`src/design/mppc_pkg.sv`:
```
// Shared types, widths and codes of the multichannel pulse period counter.
`default_nettype none

package mppc_pkg;

    // Widths of the request and response fields.
    localparam int OP_W     = 3;
    localparam int CH_W     = 4;
    localparam int STAMP_W  = 32;
    localparam int SEL_W    = 2;
    localparam int PERIOD_W = 38;
    localparam int HITS_W   = 32;
    localparam int MASK_W   = 16;

    // Default channel count and register reset value.
    localparam int                NUM_CHANNELS_DEFAULT = 10;
    localparam logic [MASK_W-1:0] MASK_RESET           = 16'h03FF;

    // Nanoseconds per timer count.
    localparam logic [PERIOD_W-1:0] TICK_NS_PER_COUNT = 38'd50;

    // Operation codes; the two remaining codes do nothing.
    localparam logic [OP_W-1:0] OP_CAPTURE = 3'd0;
    localparam logic [OP_W-1:0] OP_PULSE   = 3'd1;
    localparam logic [OP_W-1:0] OP_FLOW    = 3'd2;
    localparam logic [OP_W-1:0] OP_LEVEL   = 3'd3;
    localparam logic [OP_W-1:0] OP_TICK    = 3'd4;
    localparam logic [OP_W-1:0] OP_CLEAR   = 3'd5;

    // Flow pulse counter selection.
    localparam logic [SEL_W-1:0] FLOW_SECONDARY = 2'd0;
    localparam logic [SEL_W-1:0] FLOW_PRIMARY   = 2'd1;
    localparam logic [SEL_W-1:0] FLOW_BY_LEVELS = 2'd2;

    // Commands from the controller to the datapath.
    typedef struct packed {
        logic load;   // capture the accepted request
        logic exec;   // perform the held request on the channel table
        logic emit;   // load the response register
    } t_cmd;

    // Status from the datapath to the controller.
    typedef struct packed {
        logic emits;  // the held request produces a response
    } t_status;

endpackage

`default_nettype wire

```
`src/design/mppc_datapath.sv`:
```
// Datapath: held request, per-channel table, mode register and response register.
`default_nettype none

module mppc_datapath
    import mppc_pkg::*;
#(
    parameter int NUM_CHANNELS = NUM_CHANNELS_DEFAULT
) (
    input  wire logic                i_clk,
    input  wire logic                i_rst_n,
    input  wire t_cmd                i_cmd,
    output t_status                  o_status,
    input  wire logic [OP_W-1:0]     i_operation,
    input  wire logic [CH_W-1:0]     i_channel,
    input  wire logic [STAMP_W-1:0]  i_timestamp,
    input  wire logic [SEL_W-1:0]    i_flow_select,
    input  wire logic                i_level,
    input  wire logic                i_cfg_we,
    input  wire logic [MASK_W-1:0]   i_cfg_wdata,
    output logic [CH_W-1:0]          o_snap_channel,
    output logic [PERIOD_W-1:0]      o_period_ns,
    output logic [HITS_W-1:0]        o_hit_total,
    output logic                     o_stale
);

    localparam int IDX_W = (NUM_CHANNELS > 1) ? $clog2(NUM_CHANNELS) : 1;
    localparam logic [CH_W:0] NUM_CH = (CH_W+1)'(NUM_CHANNELS);

    // Held request.
    logic [OP_W-1:0]    r_op;
    logic [CH_W-1:0]    r_ch;
    logic [STAMP_W-1:0] r_stamp;
    logic [SEL_W-1:0]   r_sel;
    logic               r_lvl;

    // Channel table.
    logic [STAMP_W-1:0]    r_last_stamp [NUM_CHANNELS];
    logic [PERIOD_W-1:0]   r_interval   [NUM_CHANNELS];
    logic [HITS_W-1:0]     r_hits_pri   [NUM_CHANNELS];
    logic [HITS_W-1:0]     r_hits_snap  [NUM_CHANNELS];
    logic [HITS_W-1:0]     r_hits_sec   [NUM_CHANNELS];
    logic [NUM_CHANNELS-1:0] r_level;
    logic [CH_W-1:0]       r_turn;
    logic [MASK_W-1:0]     r_mask;

    // Response register.
    logic [CH_W-1:0]     r_snap_channel;
    logic [PERIOD_W-1:0] r_period_ns;
    logic [HITS_W-1:0]   r_hit_total;
    logic                r_stale;

    logic                w_ok;
    logic [CH_W-1:0]     w_turn;
    logic [CH_W-1:0]     n_turn;
    logic [IDX_W-1:0]    w_addr;
    logic [CH_W-1:0]     w_ch_m1;
    logic [CH_W-1:0]     w_ch_m2;
    logic                w_lvl_m1;
    logic                w_lvl_m2;
    logic [STAMP_W-1:0]  w_diff;
    logic [PERIOD_W-1:0] n_interval;
    logic [HITS_W-1:0]   w_rd_pri;
    logic                w_pri_inc;
    logic                w_sec_inc;
    logic                w_stale_now;

    always_comb begin
        w_ok   = ({1'b0, r_ch} < NUM_CH);
        w_turn = ({1'b0, r_turn} < NUM_CH) ? r_turn : '0;
        n_turn = (({1'b0, w_turn} + 1'b1) < NUM_CH) ? CH_W'(w_turn + 1'b1) : '0;
        w_addr = (r_op == OP_TICK) ? w_turn[IDX_W-1:0] : r_ch[IDX_W-1:0];

        // Neighbour levels; a neighbour below channel zero reads as low.
        w_ch_m1  = CH_W'(r_ch - 1'b1);
        w_ch_m2  = CH_W'(r_ch - 2'd2);
        w_lvl_m1 = (r_ch >= CH_W'(1)) ? r_level[w_ch_m1[IDX_W-1:0]] : 1'b0;
        w_lvl_m2 = (r_ch >= CH_W'(2)) ? r_level[w_ch_m2[IDX_W-1:0]] : 1'b0;

        w_rd_pri    = r_hits_pri[w_addr];
        w_diff      = r_stamp - r_last_stamp[w_addr];
        n_interval  = {{(PERIOD_W-STAMP_W){1'b0}}, w_diff} * TICK_NS_PER_COUNT;
        w_stale_now = (r_hits_snap[w_addr] == w_rd_pri);

        w_pri_inc = 1'b0;
        w_sec_inc = 1'b0;
        case (r_op)
            OP_CAPTURE, OP_PULSE: begin
                w_pri_inc = w_ok;
            end
            OP_FLOW: begin
                if (r_sel == FLOW_BY_LEVELS) begin
                    w_pri_inc = w_ok && w_lvl_m2;
                    w_sec_inc = w_ok && !w_lvl_m2 && w_lvl_m1;
                end else if (r_sel == FLOW_SECONDARY) begin
                    w_sec_inc = w_ok;
                end else begin
                    w_pri_inc = w_ok;
                end
            end
            default: begin
                w_pri_inc = 1'b0;
                w_sec_inc = 1'b0;
            end
        endcase

        o_status.emits = (r_op == OP_TICK) && r_mask[w_turn];

        o_snap_channel = r_snap_channel;
        o_period_ns    = r_period_ns;
        o_hit_total    = r_hit_total;
        o_stale        = r_stale;
    end

    always_ff @(posedge i_clk) begin
        if (i_cmd.load) begin
            r_op    <= i_operation;
            r_ch    <= i_channel;
            r_stamp <= i_timestamp;
            r_sel   <= i_flow_select;
            r_lvl   <= i_level;
        end
        if (i_cmd.emit) begin
            r_snap_channel <= w_turn;
            r_period_ns    <= w_stale_now ? '0 : r_interval[w_addr];
            r_hit_total    <= w_rd_pri;
            r_stale        <= w_stale_now;
        end
    end

    always_ff @(posedge i_clk) begin
        if (!i_rst_n) begin
            r_mask <= MASK_RESET;
        end else if (i_cfg_we) begin
            r_mask <= i_cfg_wdata;
        end
    end

    always_ff @(posedge i_clk) begin
        if (!i_rst_n || (i_cmd.exec && r_op == OP_CLEAR)) begin
            for (int c = 0; c < NUM_CHANNELS; c++) begin
                r_last_stamp[c] <= '0;
                r_interval[c]   <= '0;
                r_hits_pri[c]   <= '0;
                r_hits_snap[c]  <= '0;
                r_hits_sec[c]   <= '0;
            end
            r_level <= '0;
            r_turn  <= '0;
        end else if (i_cmd.exec) begin
            if (w_pri_inc) begin
                r_hits_pri[w_addr] <= w_rd_pri + 1'b1;
            end
            if (w_sec_inc) begin
                r_hits_sec[w_addr] <= r_hits_sec[w_addr] + 1'b1;
            end
            if (r_op == OP_CAPTURE && w_ok) begin
                r_interval[w_addr]   <= n_interval;
                r_last_stamp[w_addr] <= r_stamp;
            end
            if (r_op == OP_LEVEL && w_ok) begin
                r_level[r_ch[IDX_W-1:0]] <= r_lvl;
            end
            if (r_op == OP_TICK) begin
                if (r_mask[w_turn]) begin
                    r_hits_snap[w_addr] <= w_rd_pri;
                end
                r_turn <= n_turn;
            end
        end
    end

endmodule

`default_nettype wire

```
`config.mk`:
```
export PLATFORM = sky130hd
export DESIGN_NAME = mppc_datapath
export DESIGN_NICKNAME = d
export VERILOG_FILES = /design/src/design/mppc_pkg.sv /design/src/design/mppc_datapath.sv
export SDC_FILE = /design/constraint.sdc
export NUM_CORES = 2
export LEC_CHECK = 0
export BUFFER_PORTS_ARGS = -buffer_cell sky130_fd_sc_hd__buf_2
export CAP_MARGIN = 0
export CORE_MARGIN = 2
export CORE_UTILIZATION = 45
export DETAILED_ROUTE_END_ITERATION = 8
export PLACE_DENSITY_LB_ADDON = 0.08
export SKIP_CTS_REPAIR_TIMING = 1
export SLEW_MARGIN = 20
export SYNTH_ARGS = -nofsm -noshare
export SYNTH_HDL_FRONTEND = slang
export SYNTH_SLANG_ARGS = --single-unit
```
`constraint.sdc`:
```
create_clock -name i_clk -period 15.55 [get_ports i_clk]
set_clock_uncertainty 0.05 [all_clocks]
set_input_delay 2.3325 -clock i_clk [delete_from_list [all_inputs] [get_ports i_clk]]
set_output_delay 2.3325 -clock i_clk [all_outputs]
set_load 0.02 [all_outputs]
```
; ---- Yosys cells after proc, flatten, opt, wreduce, memory -nomap -nowiden
; Memory sizes are Yosys's and may differ from the RTL's. A register that Yosys moved wholly into a read port is not among the register bits.
; Cells that the tools add are included.
[classes]
addsub = 5
mul = 1
n_div = 0
n_lt_le_gt_ge = 8
n_eq_ne = 7
n_shift = 0
muxes = 41
bitwise_logic = 0
n_reduce_logical = 17
[op_table]
columns = op, count
row1 = 32-bit two-way mux, 3
row2 = 32-bit OR reduction, 3
row3 = "32-bit by 5-bit multiplier with 37-bit output, second input constant", 1
row4 = 37-bit two-way mux, 1
row5 = 37-bit OR reduction, 1
row6 = "32-bit by 1-bit adder with 32-bit output, second input constant", 1
row7 = 32-bit equality test, 1
row8 = 32-bit subtractor, 1
row9 = 4-bit two-way mux, 7
row10 = 1-bit two-way mux, 25
row11 = "4-bit by 5-bit less-than comparator with 1-bit output, second input constant", 3
row12 = 10-bit bitwise mux, 1
row13 = 1-bit binary-select mux with 4-bit select, 2
row14 = "4-bit less-than comparator, second input constant", 2
row15 = "3-bit by 2-bit equality test with 1-bit output, second input constant", 2
row16 = "3-bit equality test, second input constant", 2
row17 = 1-bit logical AND, 6
row18 = "4-bit by 1-bit adder with 5-bit output, second input constant", 1
row19 = "5-bit by 4-bit less-than comparator with 1-bit output, second input constant", 1
row20 = "4-bit by 1-bit adder with 4-bit output, second input constant", 1
row21 = 1-bit demux with 4-bit select, 1
row22 = "4-bit by 1-bit greater-or-equal comparator with 1-bit output, second input constant", 1
row23 = "4-bit by 2-bit greater-or-equal comparator with 1-bit output, second input constant", 1
row24 = 2-bit AND reduction, 2
row25 = 9 further kinds, 9
[word_totals]
reg_bits = 147
latchBits = 0
ramBits = 1330
mem_bits_ro = 0
inputBits = 64
output_inout_bits = 76
word_cells = 95
n_memories = 4
[memory_table]
columns = name, words, word_bits, rd, rd_ports_with_merged_regs, wr, line
row1 = r_interval, 10, 37, 1, 1, 10, mppc_datapath.sv:38  ; logic [PERIOD_W-1:0] r_interval [NUM_CHANNELS];
row2 = r_hits_pri, 10, 32, 1, 0, 10, mppc_datapath.sv:39  ; logic [HITS_W-1:0] r_hits_pri [NUM_CHANNELS];
row3 = r_hits_snap, 10, 32, 1, 0, 10, mppc_datapath.sv:40  ; logic [HITS_W-1:0] r_hits_snap [NUM_CHANNELS];
row4 = r_last_stamp, 10, 32, 1, 0, 10, mppc_datapath.sv:37  ; logic [STAMP_W-1:0] r_last_stamp [NUM_CHANNELS];

; ---- Logic depth before layout (Yosys ltp)
[depth]
depth_word = 13
depth_mapped = 48
ltp_nobuf = 35

; ---- Worst setup path after synthesis
; Ideal clock, no wire load.
[synth_timing]
kind = register to register
startpoint = register r_op[1]
endpoint = memory r_interval[10][35] (netlist bit) (data pin)
setup_time_ps = 314
t_arrival_ps = 9848
required_time_ps = 15186
slack_ps = 5338
stages_incl_launch_ff = 43
path_buffers = 10
period_less_slack_ps = 10212
cell_sequence = edfxtp_1 -> buf_2 -> nor3b_4 -> mux2i_1 -> buf_2 -> buf_2 -> buf_1 -> clkbuf_1 -> clkbuf_1 -> clkbuf_1 -> clkbuf_1 -> clkbuf_1 -> nand3_1 -> a31oi_1 -> ha_1 -> inv_1 -> fa_1 -> a21o_1 -> (+7 left out) -> ha_1 -> ha_1 -> inv_1 -> fa_1 -> inv_1 -> ha_1 -> clkbuf_1 -> nand2_1 -> nor3_1 -> nand4_1 -> o31ai_1 -> o21bai_1 -> a31oi_1 -> a21oi_1 -> o21a_1 -> mux2i_1 -> a2111oi_2 -> nor2_1
[synth_lines]
columns = item, line
row1 = from (decl), mppc_datapath.sv:30  ; logic [OP_W-1:0] r_op;
row2 = from (signal assigned), mppc_datapath.sv:116  ; r_op <= i_operation;
row3 = to (decl), mppc_datapath.sv:38

==> results.sh <==
export IMPL_cts_max_path_buffers=3
export IMPL_start_util_pct=45.2
export IMPL_post_route_period_util_pct=73.2
export IMPL_leakage_nw=43.7
export IMPL_syn_inst=8372
export IMPL_tritoncts="done"
export IMPL_critical_path_endpoint_type="register"
export IMPL_cts_root_buf="clkbuf_16"
export IMPL_synth_flop_cell="edfxtp_1"
export IMPL_viasPerCell=5.48
export IMPL_grt_max_degree=109
export IMPL_drcViolationCount=0
export IMPL_grt_pass1_wl_mm=437
export IMPL_die_area_um2=227000
export IMPL_grt_pass1_vias=66400
export IMPL_worst_setup_path_type="register to register"
export IMPL_hold_violations=0
export IMPL_critPathMostFrequentCell="ha_1"
export IMPL_antenna_found_initial=6
export IMPL_hp_class="register to register"
export IMPL_min_period_ns=11.38
export IMPL_fillers=19800
export IMPL_grt_setup_unrepaired="false"
export IMPL_synth_cell_types=92
export IMPL_slowest_delay_ns=0.98
export IMPL_dpl_cell_area_um2=107000
export IMPL_fmax_ghz=0.0879
export IMPL_die_w_um=476
export IMPL_outcome="finished, final reports clean"
export IMPL_start_kind="register"
export IMPL_clk_pin_slew_ns=0.06
export IMPL_overflow=0
export IMPL_yosysSeqAreaShare_pct=67.6
export IMPL_ant_nets=0
export IMPL_yosysWarnings=0
export IMPL_core_area_um2=222000
export IMPL_synth_area_per_cell_um2=12.0
export IMPL_irDropWorstVdd_v=0.000247
export IMPL_dp_hpwl_mm=169
export IMPL_fin_area_um2=115000
export IMPL_drive_gt1_share_pct=8.94
export IMPL_synth_edf_count=2244
export IMPL_area_growth_syn_to_layout_pct=14.3
export IMPL_cts_sinks=2268
export IMPL_first_pass_iters=6
export IMPL_rows=173
export IMPL_routed_wl_mm=296
export IMPL_cap_violations=0
export IMPL_power_density_nw_per_um2=161
export IMPL_synth_area_um2=100000
export IMPL_via_count=67700
export IMPL_clock_latency_ns=0.91
export IMPL_report_final_slew_viol_count=0
export IMPL_path_max_fanout=99
export IMPL_setup_viol=0
export IMPL_fin_nets=9405
export IMPL_critPathRequiredTime_ns=16.06
export IMPL_drt_iter0_drc=6478
export IMPL_tightest_slew_ns=1.18
export IMPL_io_pins=140
export IMPL_h_tree_depth=4
export IMPL_port_buffers=132
export IMPL_globalplace_congestion=0.850
export IMPL_fin_tns_setup_ns=0
export IMPL_cts_buffers=239
export IMPL_synthArstFlopShare_pct=0
export IMPL_wire_per_inst_um=24.0
export IMPL_ys_seq_elements=2268
export IMPL_slew_headroom_pct=21.1
export IMPL_arrival_ns=11.89
export IMPL_fp_dieH_um=476
export IMPL_cp_slowest_cell="a2111oi_2"
export IMPL_grt_usage_pct=25.8
[power by group]
part,total [W],switching [W],internal (W)
sequential,0.00720,0.000102,0.00710
combinational,0.00572,0.00387,0.00185
clock,0.00553,0.00241,0.00312
total,0.0185,0.00639,0.0121
[kinds of logic (layout without fill, tap and decap cells)]
family,after synthesis,in the layout,synth area share (%)
other,1,803,0.00374
AO/OA/AOI/OAI,648,648,4.89
XOR/XNOR,169,169,1.50
flip-flops,2268,2268,67.6
multiplexers,237,237,3.47
buffers and inverters,790,996,3.26
AND/OR/NAND/NOR,4096,4096,17.0
adder cells (fa/ha/maj),163,163,2.24
[flip-flops by register name (all words and copies together), names as in the netlist]
register / cells
o_hit_total: 32
o_period_ns: 37
o_snap_channel: 4
o_stale: 1
r_ch: 4
r_hits_pri: 512
r_hits_snap: 512
r_interval: 592
r_last_stamp: 512
r_level: 10
r_lvl: 1
r_mask: 10
r_op: 3
r_sel: 2
r_stamp: 32
r_turn: 4
[stage by stage]
stage	util, %	std cells	power [W]	setup slack, ns	hold slack [ns]
after floorplan	-	9170	0.0109	5.34	0.383
after global placement	48.3	11900	0.0131	4.50	0.405
after detailed placement	48.3	11900	0.0131	4.34	0.407
after CTS	51.7	12400	0.0186	4.26	0.423
after global routing	51.7	12400	0.0193	3.44	0.437
final	51.7	12400	0.0185	4.17	0.423
[worst paths after layout]
| path | start | cells after the start | slack, ns | end |
|---|---|---|---|---|
| worst max-delay path | r_op[0]$_DFFE_PP_ | 37 | 4.17 | r_interval[10][35]$_DFFE_PP_ |
| worst min-delay path | r_mask[1]$_SDFFE_PN1P_ | 2 | 0.42 | r_mask[1]$_SDFFE_PN1P_ |
| worst max register to register | r_op[0]$_DFFE_PP_ | 37 | 4.17 | r_interval[10][35]$_DFFE_PP_ |
| worst min register to register | r_mask[1]$_SDFFE_PN1P_ | 2 | 0.42 | r_mask[1]$_SDFFE_PN1P_ |
[area by class of cell]
type | instances | area (um2) | area share [%]
Antenna cell | 4 | 10.0 | 0.00873
Clock buffer | 297 | 6260 | 5.46
Clock inverter | 142 | 1240 | 1.08
Inverter | 243 | 912 | 0.795
Multi-Input combinational cell | 6112 | 32500 | 28.4
Sequential cell | 2268 | 67900 | 59.2
Tap cell | 2975 | 3720 | 3.25
Timing Repair Buffer | 314 | 2140 | 1.87
[critical path, delay by kind of cell, from the launching register on]
kind                       cells  cell delay [ns]
AOI/OAI and AO/OA             16             5.21
xor gates and xnor gates       1             0.19
DFF                            1             0.56
and+or+nand+nor                8             1.56
muxes                          1             0.14
adders and majority gates      6             2.22
buffers and inverters          5             0.89
[synth_stat cells, drive strengths merged (6+ instances only)]
master	count	area (um2)
o311ai	9	78.8
and2	7	43.8
o21ai	58	294
mux4	88	1980
mux2i	142	1420
o21bai	7	52.6
a21o	32	240
nand2	1768	6640
o21a	7	52.6
a211oi	23	183
o2111ai	6	52.6
nor2b	16	100
nand3b	9	67.6
fa	28	561
a32oi	21	184
dfxtp	24	480
nand3	780	3900
or3	6	37.5
nor3	45	225
mux2	7	82.6
clkbuf	342	1280
a221oi	25	231
xnor2	79	714
and3	92	576
a31oi	20	125
xor2	90	788
a22o	11	96.3
ha	135	1690
o22ai	7	43.8
a22oi	34	260
nand2b	12	75.1
a311oi	187	1660
nand4	29	181
a31o	33	289
edfxtp	2244	67400
buf	205	1080
a21oi	119	599
nor2	1299	4880
nor4	9	101
inv	243	912
[cell usage in the layout, fill, tap and decap left out, types with 10 or more instances in the layout]
cell,Yosys,routed
edfxtp_1,2244,2244
nand2_1,1768,1740
nor2_1,1298,1290
conb_1,1,799
nand3_1,780,779
inv_1,242,242
clkbuf_16,0,242
a311oi_1,184,184
buf_4,21,174
mux2i_1,142,139
ha_1,135,135
buf_2,128,131
a21oi_1,118,118
and3_1,92,91
xor2_1,90,90
mux4_2,88,88
xnor2_1,76,76
clkinv_1,0,66
clkbuf_1,342,55
o21ai_0,50,47
nor3_1,45,43
clkinv_2,0,43
a22oi_1,33,33
a31o_2,33,33
a21o_1,32,32
nand4_1,29,29
fa_1,28,28
dfxtp_1,24,24
a221oi_1,23,23
a211oi_1,21,21
a32oi_1,21,21
a31oi_1,20,20
nand2_4,0,18
bufinv_16,0,17
nor2b_1,16,16
nand2b_1,12,12
a22o_1,11,10
nand2_2,0,10
[metal layers]
layer  GRT usage, %  vias to the layer above  wire length, um
li1               -                    30700                -
met1           34.1                    34300           122000
met2           44.4                     2323           147000
met3           3.26                      458            18400
met4           8.13                        0             8980
met5              0                        -                0
Note: power is estimated with default switching activity, not from simulation.
