--- src/design/mppc_pkg.sv ---
// Shared types, widths and codes of the multichannel pulse period counter.
`default_nettype none

package mppc_pkg;

    // Widths of the request and response fields.
    localparam int OP_W     = 3;
    localparam int CH_W     = 4;
    localparam int STAMP_W  = 32;
    localparam int SEL_W    = 2;
    localparam int PERIOD_W = 38;
    localparam int HITS_W   = 32;
    localparam int MASK_W   = 16;

    // Default channel count and register reset value.
    localparam int                NUM_CHANNELS_DEFAULT = 10;
    localparam logic [MASK_W-1:0] MASK_RESET           = 16'h03FF;

    // Nanoseconds per timer count.
    localparam logic [PERIOD_W-1:0] TICK_NS_PER_COUNT = 38'd50;

    // Operation codes; the two remaining codes do nothing.
    localparam logic [OP_W-1:0] OP_CAPTURE = 3'd0;
    localparam logic [OP_W-1:0] OP_PULSE   = 3'd1;
    localparam logic [OP_W-1:0] OP_FLOW    = 3'd2;
    localparam logic [OP_W-1:0] OP_LEVEL   = 3'd3;
    localparam logic [OP_W-1:0] OP_TICK    = 3'd4;
    localparam logic [OP_W-1:0] OP_CLEAR   = 3'd5;

    // Flow pulse counter selection.
    localparam logic [SEL_W-1:0] FLOW_SECONDARY = 2'd0;
    localparam logic [SEL_W-1:0] FLOW_PRIMARY   = 2'd1;
    localparam logic [SEL_W-1:0] FLOW_BY_LEVELS = 2'd2;

    // Commands from the controller to the datapath.
    typedef struct packed {
        logic load;   // capture the accepted request
        logic exec;   // perform the held request on the channel table
        logic emit;   // load the response register
    } t_cmd;

    // Status from the datapath to the controller.
    typedef struct packed {
        logic emits;  // the held request produces a response
    } t_status;

endpackage

`default_nettype wire

--- src/design/mppc_ctrl.sv ---
// Controller state machine: request handshake, sequencing and response valid.
`default_nettype none

module mppc_ctrl
    import mppc_pkg::*;
(
    input  wire logic    i_clk,
    input  wire logic    i_rst_n,
    input  wire logic    i_req_valid,
    output logic         o_req_ready,
    output logic         o_rsp_valid,
    input  wire logic    i_rsp_ready,
    input  wire t_status i_status,
    output t_cmd         o_cmd
);

    typedef enum logic {
        S_IDLE,
        S_EXEC
    } t_state;

    t_state r_state;
    logic   r_rsp_valid;
    logic   w_stall;

    // A response-producing request waits while the response register is still full.
    always_comb begin
        w_stall      = i_status.emits && r_rsp_valid && !i_rsp_ready;
        o_req_ready  = (r_state == S_IDLE);
        o_cmd.load   = (r_state == S_IDLE) && i_req_valid;
        o_cmd.exec   = (r_state == S_EXEC) && !w_stall;
        o_cmd.emit   = (r_state == S_EXEC) && !w_stall && i_status.emits;
        o_rsp_valid  = r_rsp_valid;
    end

    always_ff @(posedge i_clk) begin
        if (!i_rst_n) begin
            r_state     <= S_IDLE;
            r_rsp_valid <= 1'b0;
        end else begin
            case (r_state)
                S_IDLE: begin
                    if (i_req_valid) begin
                        r_state <= S_EXEC;
                    end
                end
                S_EXEC: begin
                    if (!w_stall) begin
                        r_state <= S_IDLE;
                    end
                end
                default: begin
                    r_state <= S_IDLE;
                end
            endcase

            if (o_cmd.emit) begin
                r_rsp_valid <= 1'b1;
            end else if (i_rsp_ready) begin
                r_rsp_valid <= 1'b0;
            end
        end
    end

endmodule

`default_nettype wire

--- config.mk ---
export PLATFORM = sky130hd
export DESIGN_NAME = mppc_ctrl
export DESIGN_NICKNAME = d
export VERILOG_FILES = /design/src/design/mppc_pkg.sv /design/src/design/mppc_ctrl.sv
export SDC_FILE = /design/constraint.sdc
export NUM_CORES = 1
export LEC_CHECK = 0
export ABC_AREA = 1
export BUFFER_PORTS_ARGS = -buffer_cell sky130_fd_sc_hd__buf_2
export CAP_MARGIN = 20
export CORE_AREA = 10 10 47 49
export CTS_CLUSTER_SIZE = 24
export DETAILED_ROUTE_END_ITERATION = 8
export DIE_AREA = 0 0 57 59
export GPL_ROUTABILITY_DRIVEN = 0
export GPL_TIMING_DRIVEN = 0
export PLACE_DENSITY = 0.3
export SYNTH_ARGS = -nofsm -noshare
export SYNTH_HDL_FRONTEND = slang
export SYNTH_SLANG_ARGS = --single-unit
--- constraint.sdc ---
create_clock -name i_clk -period 1 [get_ports i_clk]
set_clock_uncertainty 0.05 [all_clocks]
set_input_delay 0.15 -clock i_clk [delete_from_list [all_inputs] [get_ports i_clk]]
set_output_delay 0.15 -clock i_clk [all_outputs]
set_load 0.02 [all_outputs]
# After elaboration in Yosys (flattened, before gate mapping)
# Cells that the tools add are included.
[word_totals]
register_bits = 2
out_inout_bits = 5
[classes]
n_mux = 5
n_reduce_logical = 8
bitwise_logic = 1
[op_table]
columns = ["op", "n"]
rows = [
  ["1-bit logical AND", 5],
  ["1-bit 2-to-1 mux", 4],
  ["1-bit logical NOT", 2],
  ["1-bit case mux with 2 select lines", 1],
  ["2-bit nonzero test", 1],
  ["1-bit inverter", 1],
]

# Longest topological paths before layout
# Gate-level depths: netlist of run 1.
[logic_depth]
word_depth = 6
depth_mapped = 5

# Least setup slack after synthesis of run 1
# No wires, ideal clock.
[synth_path]
path_kind = "reg2out"
start = "reg r_state"
end = "out o_cmd[1] (netlist name)"
required_ps = 800
path_stages_with_launch = 3
slack_ps = -46
n_path_buf = 0
arrival_ps = 846
path_cell_list = "dfxtp_1 -> inv_2 -> a31oi_1"
[synth_lines]
columns = ["item", "line", "rtl"]
rows = [
  ["start, declared", "mppc_ctrl.sv:22", "t_state r_state;"],
  ["start signal, assigned", "mppc_ctrl.sv:38", "r_state <= S_IDLE;"],
  ["start signal, assigned", "mppc_ctrl.sv:44", "r_state <= S_EXEC;"],
  ["start signal, assigned", "mppc_ctrl.sv:49", "r_state <= S_IDLE;"],
  ["end, declared", "mppc_ctrl.sv:14", "output t_cmd o_cmd"],
]

==> flow_metrics.env, run 1 <==
export IMPL_wl_per_cell_um=8.938
export IMPL_top_layer="met3"
export IMPL_maxCapViolCount=0
export IMPL_setup_viol=3
export IMPL_required_ns=0.80
export IMPL_nNetsFinal=39
export IMPL_io_pins=10
export IMPL_hp_class="in -> reg"
export IMPL_slowest_stage="dfxtp_4"
export IMPL_worst_pin_slew_ns=0.1575
export IMPL_max_stage_delay_ns=0.36
export IMPL_drc_errors=0
export IMPL_synthCells=17
export IMPL_avgViaCountPerCell=3.229
export IMPL_p_int_uw=272.8
export IMPL_final_layout_size_suffix_gt1_frac=0.6563
export IMPL_die_area_mm2=0.003363
export IMPL_cp_arrival_ns=0.90
export IMPL_htree_levels=1
export IMPL_crit_chain="inv_4, a31oi_4, buf_6"
export IMPL_switching_power_uw=102.8
export IMPL_hold_viol_final=0
export IMPL_combPwrFrac=0.287
export IMPL_wl_um=429
export IMPL_io_buffers=9
export IMPL_cts_buffers=3
export IMPL_cellLeakagePower_nw=0.1433
export IMPL_start_util=0.07500
export IMPL_dr_pass1_iters=1
export IMPL_irDropWorstVdd_mv=0.4841
export IMPL_ys_types=10
export IMPL_clock_path_buffers=2
export IMPL_clk_latency_ns=0.22
export IMPL_seq_area_frac_synth=0.3810
export IMPL_track_usage=0.02851
export IMPL_powerDensity_mw_per_mm2=1334
export IMPL_numClockSinks=2
export IMPL_cpLargestDelayFamily="flip-flops"
export IMPL_cts_tree="done"
export IMPL_cts_reportedPaths_clkPinSlew_ns=0.03
export IMPL_dieWidth_um=57
export IMPL_timing_hold_ws_ns=0.07468
export IMPL_rsz0062_at_grt="true"
export IMPL_fmax_mhz=911.6
export IMPL_die_h_um=59
export IMPL_crit_path_end_kind="output pin"
export IMPL_synth_seq_cells=2
export IMPL_slew_viol_final=0
export IMPL_p_seq_frac=0.248
export IMPL_grt_max_degree=6
export IMPL_grt_antenna_before_repair=0
export IMPL_vias=155
export IMPL_dr_wl_met2_um=96
export IMPL_fin_ws_ns=-0.09692
export IMPL_worstSetupStartpointType="register"
export IMPL_grt_pass1_vias=138
export IMPL_power_frac_clock=0.466
export IMPL_overflow=0
export IMPL_max_slew_margin=0.8949
export IMPL_total_power_uw=375.6
export IMPL_num_rows=14
export IMPL_wl_met3_um=122
export IMPL_sw_frac_of_total=0.2738
export IMPL_ctsRootBufferMaster="clkbuf_4"
export IMPL_critPathBufInv=2
export IMPL_fin_crit_sh=1.097
export IMPL_post_place_ws_ns=0.03683
export IMPL_ant_nets=0
export IMPL_grt_first_pass_wirelength_um=641
export IMPL_wl_met1_um=211
export IMPL_synth_area_per_cell_um2=6.182
export IMPL_synth_warnings=0
export IMPL_core_area_mm2=0.001401
export IMPL_synthesis_area_um2=105.1
export IMPL_final_setup_tns_ns=-0.2541
export IMPL_antenna_cells=0
export IMPL_drt_iter0_drc=0
export IMPL_worstPathMaxFanout=3
export IMPL_violations="setup timing"
export IMPL_nFillCells=167
export IMPL_worstSetupPathType="reg -> out"
export IMPL_finalCriticalPeriod_ns=1.097
export IMPL_area_delta_synth_final_pct=167.9
export IMPL_synth_net_count=22
export IMPL_status="complete, but fails checks"
[routing by layer]
metal / vias up / track usage
met5: - / 0
met4: 0 / 0.02013
met3: 0 / 0.05365
met2: 14 / 0.01705
met1: 57 / 0.02847
li1: 84 / -
[cell type report]
| cell class | count | area (um^2) | share of cell area |
|---|---|---|---|
| clock buffers | 3 | 22.52 | 0.08000 |
| inverters | 6 | 25.02 | 0.08889 |
| multi-input cells | 9 | 67.56 | 0.2400 |
| flip-flops and latches | 2 | 47.55 | 0.1689 |
| well taps | 16 | 20.02 | 0.07111 |
| repair buffers | 12 | 98.84 | 0.3511 |
[state kept, by name (all words and copies together), names as in the netlist]
| register | flops |
|---|---|
| o_rsp_valid | 1 |
| r_state | 1 |
[stage by stage]
step,instances,instance area [um^2],util
global placement,42,176.4,0.1259
detailed placement,42,176.4,0.1259
floorplan,17,111.4,-
finish,48,281.5,0.2009
CTS,46,222.7,0.1589
global route,48,281.5,0.2009
[cell usage after synthesis, drive strengths merged]
cell type,instances,share of area
inv,6,0.21
nand2,2,0.071
a31oi,1,0.060
nor2,1,0.036
o21ai,2,0.095
dfxtp,2,0.38
a21oi,1,0.048
nand3,2,0.095
[power groups by stage]
stage / Sequential (mW) / Combinational (mW) / Clock [mW]
after floorplan: 0.0942 / 0.0343 / 0
after global placement: 0.0933 / 0.0634 / 0
after detailed placement: 0.0930 / 0.0633 / 0
after CTS: 0.0934 / 0.0752 / 0.190
after global routing: 0.0934 / 0.115 / 0.205
final: 0.0931 / 0.108 / 0.175
[final timing paths]
kind,start,end,slack (ns),cells after the start
hold reg to reg,o_rsp_valid,r_state,0.49,2
setup reg to reg,r_state,o_rsp_valid,0.01,6
hold / removal,i_rst_n,o_rsp_valid,0.07,3
setup / recovery,r_state,o_cmd[1],-0.1,3
[worst register-to-register path, cell delays in order (launching register included)]
cell	delay [ns]
dfxtp_4	0.36
inv_4	0.05
buf_4	0.12
buf_4	0.12
o21ai_1	0.13
nand2_1	0.06
inv_1	0.04
[placed cells by master, fill, tap and decap left out]
master    count
nand2_2       1
o21ai_1       1
a31oi_4       1
inv_1         5
clkbuf_4      3
buf_4         2
a21oi_1       1
buf_6         3
nor2_4        1
buf_2         6
inv_4         1
buf_12        1
nand2_1       1
dfxtp_4       2
nand3_1       2
o21ai_0       1
[cells by family after synthesis]
logic type | after synthesis | share of synthesized area
buffers and inverters | 6 | 0.2143
AND/OR/NAND/NOR | 5 | 0.2024
AO/OA/AOI/OAI | 4 | 0.2023
flip-flops | 2 | 0.3810
[repair_timing]
item                                    4_1_cts  5_1_grt
pin swaps                                     1        1
gates resized for setup                       7        8
buffers inserted                              1        2
endpoints found under the setup margin        4        4
hold buffers                                  0        0
No activity file was read; power rests on OpenSTA's default activity.
==> inputs of run 2 (changes only) <==
- ABC_AREA: 1 -> unset
==> flow_metrics.env, run 2 <==
export IMPL_slowest_stage="dfxtp_2"
export IMPL_die_area_mm2=0.003363
export IMPL_final_layout_size_suffix_gt1_frac=0.8519
export IMPL_powerDensity_mw_per_mm2=1227
export IMPL_violations="setup timing"
export IMPL_htree_levels=1
export IMPL_synth_area_per_cell_um2=8.341
export IMPL_wl_um=481
export IMPL_clock_path_buffers=2
export IMPL_met1_usage=0.03915
export IMPL_crit_chain="nor2b_4, a21oi_2, buf_6"
export IMPL_synth_ff_type="dfxtp_1"
export IMPL_cpLargestDelayFamily="flip-flops"
export IMPL_worst_pin_slew_ns=0.1891
export IMPL_fin_ws_ns=-0.1340
export IMPL_placed_area_um2=171.4
export IMPL_critPathBufInv=1
export IMPL_area_delta_synth_final_pct=183.7
export IMPL_finalCriticalPeriod_ns=1.134
export IMPL_r2r_worst_path_cells=4
export IMPL_core_area_mm2=0.001401
export IMPL_drt_iter0_drc=0
export IMPL_whs_path_depth=2
export IMPL_nNetsFinal=34
export IMPL_seq_area_frac_synth=0.4000
export IMPL_setup_viol=5
export IMPL_dieWidth_um=57
export IMPL_fmax_mhz=881.9
export IMPL_max_slew_margin=0.8728
export IMPL_track_usage=0.03629
export IMPL_ys_types=10
export IMPL_mostFrequentLayoutCells="buf_6 (6), buf_2 (4), clkbuf_4 (3)"
export IMPL_clk_latency_ns=0.22
export IMPL_cts_tree="done"
export IMPL_io_pins=10
export IMPL_ant_nets=0
export IMPL_netlist_area_leader_share=0.4000
export IMPL_synth_net_count=17
export IMPL_cp_depth=3
export IMPL_synthTopCellsByArea="dfxtp_1 (40%), nor2b_1 (13%), and4b_1 (10%)"
export IMPL_grt_use_met2=0.02946
export IMPL_grt_max_degree=5
export IMPL_rsz0062_at_grt="true"
export IMPL_antenna_cells=0
export IMPL_synthesis_area_um2=100.1
export IMPL_numClockSinks=2
export IMPL_ctsRootBufferMaster="clkbuf_4"
export IMPL_maxCapViolCount=0
export IMPL_max_stage_delay_ns=0.31
export IMPL_grt_first_pass_wirelength_um=821
export IMPL_io_buffers=9
export IMPL_synth_warnings=0
export IMPL_design_area_um2=284.0
export IMPL_grt_antenna_before_repair=0
export IMPL_cellLeakagePower_nw=0.1320
export IMPL_die_h_um=59
export IMPL_cts_buffers=3
export IMPL_num_rows=14
export IMPL_synth_seq_cells=2
export IMPL_grt_busiest_layer="met3"
export IMPL_synth_edf_count=0
export IMPL_overflow=0
export IMPL_cp_arrival_ns=0.93
export IMPL_hp_class="in -> reg"
export IMPL_final_common_cell="buf_6"
export IMPL_wl_per_cell_um=11.19
export IMPL_cts_reportedPaths_clkPinSlew_ns=0.03
export IMPL_irDropWorstVdd_mv=0.4762
export IMPL_synth_top_cell_by_area="dfxtp_1"
export IMPL_vias=148
export IMPL_worstPathMaxFanout=2
export IMPL_worstSetupStartpointType="register"
export IMPL_required_ns=0.80
export IMPL_nFillCells=172
export IMPL_drc_errors=0
export IMPL_post_place_ws_ns=-0.03446
export IMPL_fin_crit_sh=1.134
export IMPL_synthCells=12
export IMPL_avgViaCountPerCell=3.442
export IMPL_crit_path_end_kind="output pin"
export IMPL_synth_top_cells_by_count="dfxtp_1 (2), nor2b_1 (2)"
export IMPL_worstSetupPathType="reg -> out"
export IMPL_async_reset_ff_frac=0
export IMPL_hold_viol_final=0
export IMPL_timing_hold_ws_ns=0.09937
export IMPL_dr_pass1_iters=1
export IMPL_start_util=0.07143
export IMPL_met3_usage=0.04292
export IMPL_slew_viol_final=0
export IMPL_grt_pass1_vias=160
export IMPL_status="complete, but fails checks"
==> run 2: changes by cell type after synthesis, sizes merged, moves of 2 or more <==
cell,previous run,this run
nand3,2,0
nor2b,0,2
o21ai,2,0
inv,6,1
==> run 2: repair_timing <==
| action | in CTS | in global routing |
|---|---|---|
| setup buffers | 1 | 2 |
| hold buffers | 0 | 0 |
| resized for setup | 19 | 3 |
| endpoints found under the setup margin | 4 | 5 |
| pin swaps | 2 | 0 |
| cloned | 0 | 0 |
==> run 2: report_power, final <==
| group | internal, mW | switching [mW] | leakage [nW] | total (mW) |
|---|---|---|---|---|
| logic | 0.0448 | 0.0380 | 0.101 | 0.0828 |
| registers | 0.0837 | 0.00553 | 0.0175 | 0.0892 |
| clock network | 0.132 | 0.0443 | 0.0138 | 0.177 |
==> run 2: cells by family after synthesis <==
logic type | share of synthesized area
AO/OA/AOI/OAI | 0.2000
buffers and inverters | 0.03746
flip-flops | 0.4000
AND/OR/NAND/NOR | 0.3625
==> run 2: through the flow <==
stage	std cells	utilization	power (mW)	setup TNS [ns]
floorplan	12	-	0.1145	-0.02246
global placement	37	0.1223	0.1372	-0.007357
detailed placement	37	0.1223	0.1388	-0.05322
CTS	41	0.1821	0.3518	-0.2822
global route	43	0.2027	0.3924	-0.6122
finish	43	0.2027	0.3486	-0.3751
==> run 2: worst paths after layout <==
path	startpoint	to	slack [ns]
max	o_rsp_valid	o_cmd[1]	-0.13
min	i_rst_n	r_state	0.1
max reg2reg	o_rsp_valid	r_state	-0.05
min reg2reg	r_state	o_rsp_valid	0.52
==> run 2: worst register-to-register path, delay by kind of cell, from the launching register on <==
family | cells | cell delay, ns
DFF | 1 | 0.31
and+or+nand+nor | 1 | 0.19
AOI/OAI and AO/OA | 1 | 0.15
buffers and inverters | 2 | 0.23
==> run 2: routing by layer <==
layer / up-vias / share of wire / wire, um
li1: 74 / - / -
met1: 62 / 0.52 / 252
met2: 12 / 0.32 / 154
met3: 0 / 0.15 / 74
met4: 0 / 0 / 0
met5: - / 0 / 0
==> run 2: layout make-up <==
| class | count | area [um^2] | share of cell area |
|---|---|---|---|
| Timing Repair Buffer | 12 | 102.6 | 0.3612 |
| Multi-Input combinational cell | 9 | 90.09 | 0.3172 |
| Sequential cell | 2 | 45.04 | 0.1586 |
| Clock buffer | 3 | 22.52 | 0.07930 |
| Tap cell | 16 | 20.02 | 0.07048 |
| Inverter | 1 | 3.754 | 0.01322 |
==> inputs of run 3 (changes only) <==
- ABC_AREA: unset -> 1
- GPL_TIMING_DRIVEN: 0 -> unset
==> flow_metrics.env, run 3 (synthesis results as in run 1) <==
export IMPL_status="complete, but fails checks"
export IMPL_violations="setup timing"
export IMPL_ant_nets=0
export IMPL_design_area_um2=250.2
export IMPL_required_ns=0.80
export IMPL_drt_iter0_drc=0
export IMPL_fin_cells=47
export IMPL_hold_viol_final=0
export IMPL_wl_um=412
export IMPL_overflow=0
export IMPL_grt_antenna_before_repair=0
export IMPL_setup_viol=4
export IMPL_max_slew_margin=0.9122
export IMPL_dr_pass1_iters=1
export IMPL_worst_pin_slew_ns=0.1303
export IMPL_vias=151
export IMPL_finalCriticalPeriod_ns=1.111
export IMPL_antenna_cells=0
export IMPL_final_layout_size_suffix_gt1_frac=0.6452
export IMPL_avgViaCountPerCell=3.213
export IMPL_fin_crit_sh=1.111
export IMPL_htree_levels=1
export IMPL_numClockSinks=2
export IMPL_track_usage=0.02503
export IMPL_final_setup_tns_ns=-0.3111
export IMPL_area_delta_synth_final_pct=138.1
export IMPL_maxCapViolCount=0
export IMPL_cts_reportedPaths_clkPinSlew_ns=0.03
export IMPL_die_area_mm2=0.003363
export IMPL_cts_buffers=3
export IMPL_crit_path_end_kind="output pin"
export IMPL_grt_max_degree=6
export IMPL_io_buffers=9
export IMPL_powerDensity_mw_per_mm2=1424
export IMPL_start_util=0.07500
export IMPL_mostFrequentLayoutCells="inv_1 (5), buf_2 (5), clkbuf_4 (3), buf_6 (3), buf_4 (3)"
export IMPL_grt_pass1_vias=137
export IMPL_cts_hold_buf=0
export IMPL_worstSetupPathType="reg -> out"
export IMPL_dp_cells=43
export IMPL_slew_viol_final=0
export IMPL_total_power_uw=356.3
export IMPL_ctsRootBufferMaster="clkbuf_4"
export IMPL_die_h_um=59
export IMPL_clock_path_buffers=2
export IMPL_fin_ws_ns=-0.1114
export IMPL_drc_errors=0
export IMPL_fmax_mhz=899.8
export IMPL_cellLeakagePower_nw=0.1361
export IMPL_io_pins=10
export IMPL_cp_arrival_ns=0.91
export IMPL_hp_class="in -> reg"
export IMPL_final_core_util=0.1786
export IMPL_wl_per_cell_um=8.766
export IMPL_cts_tree="done"
export IMPL_timing_hold_ws_ns=0.07596
export IMPL_rsz0062_at_grt="true"
export IMPL_worstSetupStartpointType="register"
export IMPL_post_place_ws_ns=0.03298
export IMPL_dieWidth_um=57
export IMPL_num_rows=14
export IMPL_placed_area_um2=183.9
export IMPL_worstPathMaxFanout=3
export IMPL_irDropWorstVdd_mv=0.3800
export IMPL_core_area_mm2=0.001401
export IMPL_clk_latency_ns=0.22
export IMPL_grt_first_pass_wirelength_um=538
export IMPL_nNetsFinal=38
run 3: final timing paths:
kind	start	endpoint	slack (ns)	cells after the start
max	r_state	o_cmd[2]	-0.11	3
min	i_rst_n	o_rsp_valid	0.08	3
min reg2reg	o_rsp_valid	r_state	0.46	2
max reg2reg	r_state	o_rsp_valid	0.16	5
run 3: power by group:
| group | internal (mW) | switching, mW |
|---|---|---|
| combinational | 0.0447 | 0.0478 |
| clock | 0.132 | 0.0407 |
| sequential | 0.0859 | 0.00537 |
run 3: what timing repair did:
item,4_1_cts,5_1_grt
pin swaps,1,0
buffers inserted,0,1
setup endpoints to repair,4,4
resized for setup,9,4
run 3: final cells by class:
type                    instances  area, um^2
fillers                       166        1151
repair buffers                 11       81.33
multi-input cells               9       58.81
flip-flops and latches          2       45.04
clock buffers                   3       22.52
inverters                       6       22.52
well taps                      16       20.02
run 3: critical path, stage by stage (launching register included):
cell and delay [ns]:
dfxtp_4 0.34, buf_4 0.14, nor2_4 0.10, buf_6 0.12
run 3: metal layers:
layer,vias to the layer above,share of wire,track usage
met5,-,0,0
met4,0,0,0.04027
met3,0,0.29,0.03863
met2,10,0.28,0.01085
met1,58,0.43,0.02485
li1,83,-,-
